==> config.mk <==
export PLATFORM = sky130hd
export DESIGN_NAME = lfpd_channel
export DESIGN_NICKNAME = d
export VERILOG_FILES = /design/src/rtl/lfpd_pkg.sv /design/src/rtl/lfpd_channel.sv
export SDC_FILE = /design/constraint.sdc
export NUM_CORES = 2
export LEC_CHECK = 0
export ABC_AREA = 1
export BUFFER_PORTS_ARGS = -buffer_cell sky130_fd_sc_hd__buf_2
export CAP_MARGIN = 20
export CORE_ASPECT_RATIO = 2
export CORE_MARGIN = 2
export CORE_UTILIZATION = 39
export DETAILED_ROUTE_END_ITERATION = 16
export SYNTH_ARGS = -nofsm -noshare
export SYNTH_HDL_FRONTEND = slang
export SYNTH_SLANG_ARGS = --single-unit
==> constraint.sdc <==
create_clock -name clk -period 6.1 [get_ports clk]
set_clock_uncertainty 0.2 [all_clocks]
set_input_delay 0.61 -clock clk [delete_from_list [all_inputs] [get_ports clk]]
set_output_delay 0.61 -clock clk [all_outputs]
set_load 0.02 [all_outputs]
==> src/rtl/lfpd_pkg.sv <==
// ----------------------------------------------------------------------------
// lfpd_pkg: shared definitions for the line follow PID drive
// Register indexes, reset values, steer codes and the types passed between
// the top level and the PID channel.
// ----------------------------------------------------------------------------
package lfpd_pkg;

    localparam int SUM_WIDTH_DEF  = 24;
    localparam int TICK_WIDTH_DEF = 12;

    localparam int CFG_IDX_W  = 3;
    localparam int CFG_DATA_W = 16;

    localparam logic [CFG_IDX_W-1:0] CFG_GAIN_P    = 3'd0;
    localparam logic [CFG_IDX_W-1:0] CFG_GAIN_I    = 3'd1;
    localparam logic [CFG_IDX_W-1:0] CFG_GAIN_D    = 3'd2;
    localparam logic [CFG_IDX_W-1:0] CFG_TARGET    = 3'd3;
    localparam logic [CFG_IDX_W-1:0] CFG_BASE      = 3'd4;
    localparam logic [CFG_IDX_W-1:0] CFG_MIN_TURN  = 3'd5;

    localparam logic [15:0] GAIN_P_RST       = 16'd256;
    localparam logic [15:0] GAIN_I_RST       = 16'd26;
    localparam logic [15:0] GAIN_D_RST       = 16'd13;
    localparam int          TARGET_RST       = 1;
    localparam logic [9:0]  BASE_SPEED_RST   = 10'd300;
    localparam logic [7:0]  MIN_TURN_RST     = 8'd100;

    localparam logic [7:0]  DRIVE_MAX        = 8'd255;

    localparam logic [1:0]  STEER_FOLLOW     = 2'd0;
    localparam logic [1:0]  STEER_GENTLE     = 2'd1;
    localparam logic [1:0]  STEER_SHARP      = 2'd2;
    localparam logic [1:0]  STEER_PIVOT      = 2'd3;

    // Miss counter saturates at the pivot count.
    localparam logic [1:0]  MISS_MAX         = 2'd3;

    typedef struct packed {
        logic [15:0] gain_p;
        logic [15:0] gain_i;
        logic [15:0] gain_d;
        logic [9:0]  base_speed;
    } lfpd_gain_t;

    typedef struct packed {
        logic s1_load;
        logic s2_load;
    } lfpd_pipe_ctl_t;

endpackage

==> src/rtl/lfpd_channel.sv <==
// ----------------------------------------------------------------------------
// lfpd_channel: one wheel's PID speed loop
// Error, saturating integral and derivative on accept, gain products in the
// second stage, and the clamped drive from the base speed and the products.
// ----------------------------------------------------------------------------
module lfpd_channel #(
    parameter int SUM_WIDTH  = lfpd_pkg::SUM_WIDTH_DEF,
    parameter int TICK_WIDTH = lfpd_pkg::TICK_WIDTH_DEF
) (
    input  logic                   clk,
    input  logic                   rst_n,
    input  lfpd_pkg::lfpd_pipe_ctl_t ctl,
    input  lfpd_pkg::lfpd_gain_t   gains,
    input  logic [TICK_WIDTH-1:0]  target,
    input  logic [TICK_WIDTH-1:0]  ticks,
    output logic [7:0]             drive
);
    import lfpd_pkg::*;

    localparam int E_W    = TICK_WIDTH + 1;
    localparam int D_W    = TICK_WIDTH + 2;
    localparam int SUM1_W = SUM_WIDTH + 1;
    localparam int PP_W   = E_W + 17;
    localparam int PI_W   = SUM_WIDTH + 17;
    localparam int PD_W   = D_W + 17;
    localparam int MAX_W  = (PI_W > PD_W) ? PI_W : PD_W;
    localparam int ACC_W  = MAX_W + 2;

    logic signed [SUM_WIDTH-1:0] sum_reg;
    logic signed [E_W-1:0]       last_reg;
    logic signed [E_W-1:0]       e_reg;
    logic signed [SUM_WIDTH-1:0] s_reg;
    logic signed [D_W-1:0]       d_reg;
    logic signed [PP_W-1:0]      pp_reg;
    logic signed [PI_W-1:0]      pi_reg;
    logic signed [PD_W-1:0]      pd_reg;

    logic signed [E_W-1:0]       e_next;
    logic signed [SUM1_W-1:0]    s_wide;
    logic signed [SUM_WIDTH-1:0] s_next;
    logic signed [D_W-1:0]       d_next;
    logic signed [16:0]          gp_s;
    logic signed [16:0]          gi_s;
    logic signed [16:0]          gd_s;
    logic signed [PP_W-1:0]      pp_next;
    logic signed [PI_W-1:0]      pi_next;
    logic signed [PD_W-1:0]      pd_next;
    logic signed [18:0]          base_s;
    logic signed [ACC_W-1:0]     acc;

    always_comb
    begin
        e_next = $signed({target[TICK_WIDTH-1], target})
               - $signed({ticks[TICK_WIDTH-1], ticks});
        s_wide = SUM1_W'(sum_reg) + SUM1_W'(e_next);
        // Overflow shows as the two top bits of the widened sum disagreeing.
        if (s_wide[SUM_WIDTH] != s_wide[SUM_WIDTH-1])
        begin
            s_next = s_wide[SUM_WIDTH] ? {1'b1, {(SUM_WIDTH-1){1'b0}}}
                                       : {1'b0, {(SUM_WIDTH-1){1'b1}}};
        end
        else
        begin
            s_next = s_wide[SUM_WIDTH-1:0];
        end
        d_next = D_W'(e_next) - D_W'(last_reg);
    end

    always_comb
    begin
        gp_s    = $signed({1'b0, gains.gain_p});
        gi_s    = $signed({1'b0, gains.gain_i});
        gd_s    = $signed({1'b0, gains.gain_d});
        pp_next = PP_W'(gp_s) * PP_W'(e_reg);
        pi_next = PI_W'(gi_s) * PI_W'(s_reg);
        pd_next = PD_W'(gd_s) * PD_W'(d_reg);
    end

    always_ff @(posedge clk or negedge rst_n)
    begin
        if (!rst_n)
        begin
            sum_reg  <= '0;
            last_reg <= '0;
        end
        else if (ctl.s1_load)
        begin
            sum_reg  <= s_next;
            last_reg <= e_next;
        end
    end

    always_ff @(posedge clk)
    begin
        if (ctl.s1_load)
        begin
            e_reg <= e_next;
            s_reg <= s_next;
            d_reg <= d_next;
        end
        if (ctl.s2_load)
        begin
            pp_reg <= pp_next;
            pi_reg <= pi_next;
            pd_reg <= pd_next;
        end
    end

    always_comb
    begin
        base_s = $signed({1'b0, gains.base_speed, 8'b0});
        acc    = ACC_W'(base_s) + ACC_W'(pp_reg) + ACC_W'(pi_reg) + ACC_W'(pd_reg);
        // Below one whole unit, negative sums included, the drive is zero.
        if (acc[ACC_W-1] || (acc[ACC_W-2:8] == '0))
        begin
            drive = '0;
        end
        else if (acc[ACC_W-2:16] != '0)
        begin
            drive = DRIVE_MAX;
        end
        else
        begin
            drive = acc[15:8];
        end
    end

endmodule

Yosys cells after proc, flatten, opt, wreduce, memory -nomap -nowiden
Index checks and enable logic that the tools add are counted.
Storage, ports and cells
  logic and storage cells: 25
  input port bits: 86
  bits in registers: 190
  output and inout port bits: 8
Operators by class
  multipliers: 3
  muxes and demuxes: 4
  eq/ne operators: 1
  reduce and logical (&&, ||, !) cells: 3
  $add $sub $neg: 6
Operators with widths (count)
  24-bit 2-to-1 mux: 2
  42-bit by 31-bit adder with 43-bit output: 1
  31-bit by 41-bit adder with 42-bit output: 1
  17-bit by 24-bit multiplier with 41-bit output: 1
  34-bit logical NOT: 1
  19-bit by 30-bit adder with 31-bit output: 1
  17-bit by 14-bit multiplier with 31-bit output: 1
  17-bit by 13-bit multiplier with 30-bit output: 1
  26-bit nonzero test: 1
  24-bit by 13-bit adder with 25-bit output: 1
  8-bit 2-to-1 mux: 2
  13-bit by 13-bit subtractor with 14-bit output: 1
  12-bit by 12-bit subtractor with 13-bit output: 1
  1-bit logical OR: 1
  1-bit inequality test: 1

Depth between registers and ports, before layout
  depth after elaboration: 6
  mapped depth: 34
  gate-level depth less buffers: 32

Worst setup path after synthesis
OpenSTA, ideal clock, no wires.
  kind: input -> register
  start: in gains[30] (netlist bit)
  end: reg pi_reg[39], data pin
  cell stages on the path: 21
  path buffers: 1
  data arrival time: 5.669 ns
  library setup time: 0.265 ns
  required time: 5.635 ns
  setup slack: -0.034 ns
  cell sequence: clkbuf_1 -> nand2_1 -> fa_1 -> fa_1 -> inv_1 -> fa_1 -> fa_1 -> fa_1 -> inv_1 -> fa_1 -> inv_1 -> ha_1 -> nand2_1 -> nor2_1 -> nand2_1 -> nor4_1 -> o21ai_0 -> nand3_1 -> nand3_1 -> o211ai_1 -> xor2_1
On the way
  longest elaborated chain between the ends: 1
Ends and longest elaborated chain
  start, declared: line lfpd_channel.sv:13  | input lfpd_pkg::lfpd_gain_t gains,
  17-bit by 24-bit multiplier with 41-bit output: line lfpd_channel.sv:75  | pi_next = PI_W'(gi_s) * PI_W'(s_reg);
  via pi_next[39]: line lfpd_channel.sv:46  | logic signed [PI_W-1:0] pi_next;
  end signal, assigned: line lfpd_channel.sv:104  | pi_reg <= pi_next;
  end, declared: line lfpd_channel.sv:35  | logic signed [PI_W-1:0] pi_reg;
The timed path passes the listed nets, and every way through them passes these cells.
A chain may end at the register's enable or synchronous reset.

Worst setup path in the final report
  start: reg s_reg[6]
  end: reg pi_reg[33], data pin
On the way
  longest elaborated chain between the ends: 1
Ends and longest elaborated chain
  start, declared: line lfpd_channel.sv:32  | logic signed [SUM_WIDTH-1:0] s_reg;
  start signal, assigned: line lfpd_channel.sv:98  | s_reg <= s_next;
  17-bit by 24-bit multiplier with 41-bit output: line lfpd_channel.sv:75
  via pi_next[33]: line lfpd_channel.sv:46
The timed path passes the listed nets, and every way through them passes these cells.

==> impl_metrics.json <==
{
  "status": "complete, no violations",
  "fp.dieH_um": 470,
  "cts.clk_slew.worst_paths_ns": 0.08,
  "io_buffers": 93,
  "synthMuxAreaShare": 0,
  "drt_iter0_markers": 1886,
  "clock_path_buffers": 2,
  "grt_pass1_vias": 35801,
  "grt_max_degree": 65,
  "synth.cells.most_frequent": "inv_1 (1429), nand2_1 (1323), fa_1 (750)",
  "setup_ws_ns": 0.104,
  "syn-num-nets": 6505,
  "async_reset_ff_frac": 0.195,
  "core_area_um2": 108000,
  "num_vias": 33710,
  "grtUsageTotal": 0.207,
  "max_freq_mhz": 167,
  "clkLatencyLatePin_ns": 0.49,
  "pre_cts_ws_ns": -0.507,
  "synth_ff_type": "edfxtp_1",
  "post-route-period-util": 0.983,
  "drive_gt1_frac": 0.130,
  "finalSetupTns_ns": 0,
  "synth_top_family_by_area": "adder cells",
  "syn_inst": 5234,
  "worstSetupStartpointType": "flip-flop",
  "crit_path_frequent_cell": "nand2_1",
  "yosysWarnings": 0,
  "synth.largest_area_cell": "fa_1",
  "whs_ns": 0.0458,
  "critPathMaxStageDelay_ns": 0.57,
  "antenna_left": 0,
  "synth_top_cell_area_share": 0.355,
  "design.die.area_um2": 111000,
  "path_class": "flip-flop to flip-flop",
  "synthAdderAreaFrac": 0.483,
  "arrival_ns": 6.04,
  "num_antenna_cells": 0,
  "hold_buffers": 0,
  "wirelength_mm": 113,
  "root_buffer": "clkbuf_16",
  "via_per_inst": 4.84,
  "worst_setup_path_end_kind": "flip-flop",
  "yosys-top-cells-area": "fa_1 (35%), ha_1 (13%), inv_1 (13%)",
  "cts_tree": "done",
  "cp.required_ns": 6.15,
  "syn_area_um2": 42300,
  "drc": 0,
  "r2r-start": "s_reg[6]",
  "largest_reg_flops": 41,
  "synth_compound_area_frac": 0.0526,
  "yosysMostFrequentCell": "inv_1",
  "die_x_um": 237,
  "dp_hpwl_mm": 97.7,
  "synthToLayoutAreaGrowth_pct": 15.5,
  "setup_violations": 0,
  "cts_made_buffers": 17,
  "wire_per_inst_um": 16.2,
  "first_pass_iters": 6,
  "yosys.cell_types.count": 55,
  "worst-path-max-fanout": 7,
  "cp_slowest_cell": "fa_1",
  "synth_seq_cells": 190,
  "avgSynthCellArea_um2": 8.09,
  "gp_congestion": 0.925,
  "maxSlewHeadroom": 0.375,
  "maxCapViolCount": 0,
  "final_nets": 6843,
  "cts_sinks": 190,
  "hold_class": "input pin to asynchronous set/reset pin",
  "startpoint": "s_reg[6]",
  "hold_viol_final": 0,
  "min_period_ns": 6.00,
  "seq_area_frac_synth": 0.130,
  "overflow": 0,
  "synthXorXnorAreaFrac": 0.0296,
  "cts_max_level": 4,
  "antenna_found_initial": 0,
  "start_util": 0.392,
  "tightest_slew_ns": 0.938,
  "synth-edff-count": 153,
  "row_count": 171,
  "grt_pass1_wl_mm": 184,
  "ios": 94,
  "maxSlewViolCount": 0,
  "synth-simple-area-share": 0.160,
  "rsz0062_at_grt": "yes"
}
[layout make-up]
class,instances,area (um2)
flip-flops and latches,190,5520
clock buffers,18,429
well taps,1384,1730
inverters,1440,5410
multi-input cells,3426,31400
clock inverters,14,200
repair buffers,497,4160
fillers,10518,59200
[layout by cell type (no fill, tap or decap), types with 5 or more instances in the layout]
| master | n |
|---|---|
| inv_1 | 1402 |
| a21oi_2 | 27 |
| clkinv_1 | 5 |
| o21ai_0 | 73 |
| nand3_1 | 82 |
| buf_6 | 11 |
| nor3_1 | 19 |
| ha_4 | 17 |
| fa_1 | 746 |
| a31oi_1 | 34 |
| nand2_2 | 19 |
| edfxtp_1 | 153 |
| nand3_2 | 5 |
| buf_12 | 47 |
| o21a_1 | 10 |
| buf_4 | 346 |
| o21ai_2 | 10 |
| clkinv_8 | 7 |
| nor2_1 | 180 |
| o21bai_1 | 15 |
| buf_2 | 90 |
| dfrtp_1 | 37 |
| a21o_1 | 8 |
| inv_2 | 32 |
| a21oi_1 | 151 |
| ha_1 | 414 |
| clkbuf_16 | 18 |
| nand2_1 | 1305 |
| xnor2_1 | 46 |
| o21ai_1 | 21 |
| a211oi_1 | 5 |
| nand4_1 | 18 |
| nand3b_1 | 12 |
| xor2_1 | 95 |
| nor2_2 | 27 |
| or2_2 | 16 |
[final timing paths]
kind,to,slack (ns),depth (start not counted)
max reg2reg,pi_reg[33],0.10,30
max,pi_reg[33],0.10,30
min in group clk,sum_reg[2],0.29,2
min reg2reg,sum_reg[2],0.29,2
max in group asynchronous,sum_reg[7],5.05,1
min,last_reg[12],0.05,1
[repair_timing]
action | 4_1_cts | 5_1_grt
pin swaps | 1 | 81
resized for setup | 15 | 190
buffers inserted | 0 | 29
setup endpoints to repair | 9 | 39
cloned | 0 | 1
[layer usage]
layer | vias to the layer above | GRT usage | routed length (um)
met5 | - | 0 | 0
met3 | 159 | 0.0217 | 4430
li1 | 16082 | - | -
met4 | 0 | 0.0529 | 3480
met1 | 16663 | 0.268 | 47900
met2 | 806 | 0.369 | 57200
[kinds of logic (layout without fill, tap and decap cells)]
family | Yosys count | count (layout)
flops | 190 | 190
fa+ha+maj | 1185 | 1185
buf+inv | 1618 | 1969
compound gates | 394 | 394
xor+xnor | 143 | 143
simple gates | 1704 | 1704
[critical path: cells and delay by family (launching register included)]
kind                     cells  cell delay [ns]
buffers and inverters        7             0.51
AND/OR/NAND/NOR             15             1.13
flip-flops                   1             0.42
XOR/XNOR                     1             0.14
adder cells (fa/ha/maj)      7             3.35
[metrics by stage]
step	area (um2)	instances	utilization
4_1_cts	47900	6943	0.444
6_report	48900	6969	0.453
3_5_place_dp	47300	6911	0.437
2_1_floorplan	42300	5234	-
3_3_place_gp	47300	6911	0.437
5_1_grt	48900	6969	0.453
Power is left out: the tool's default activity adds up to more than one toggle a clock period on the data nets, which glitch-free logic cannot reach.
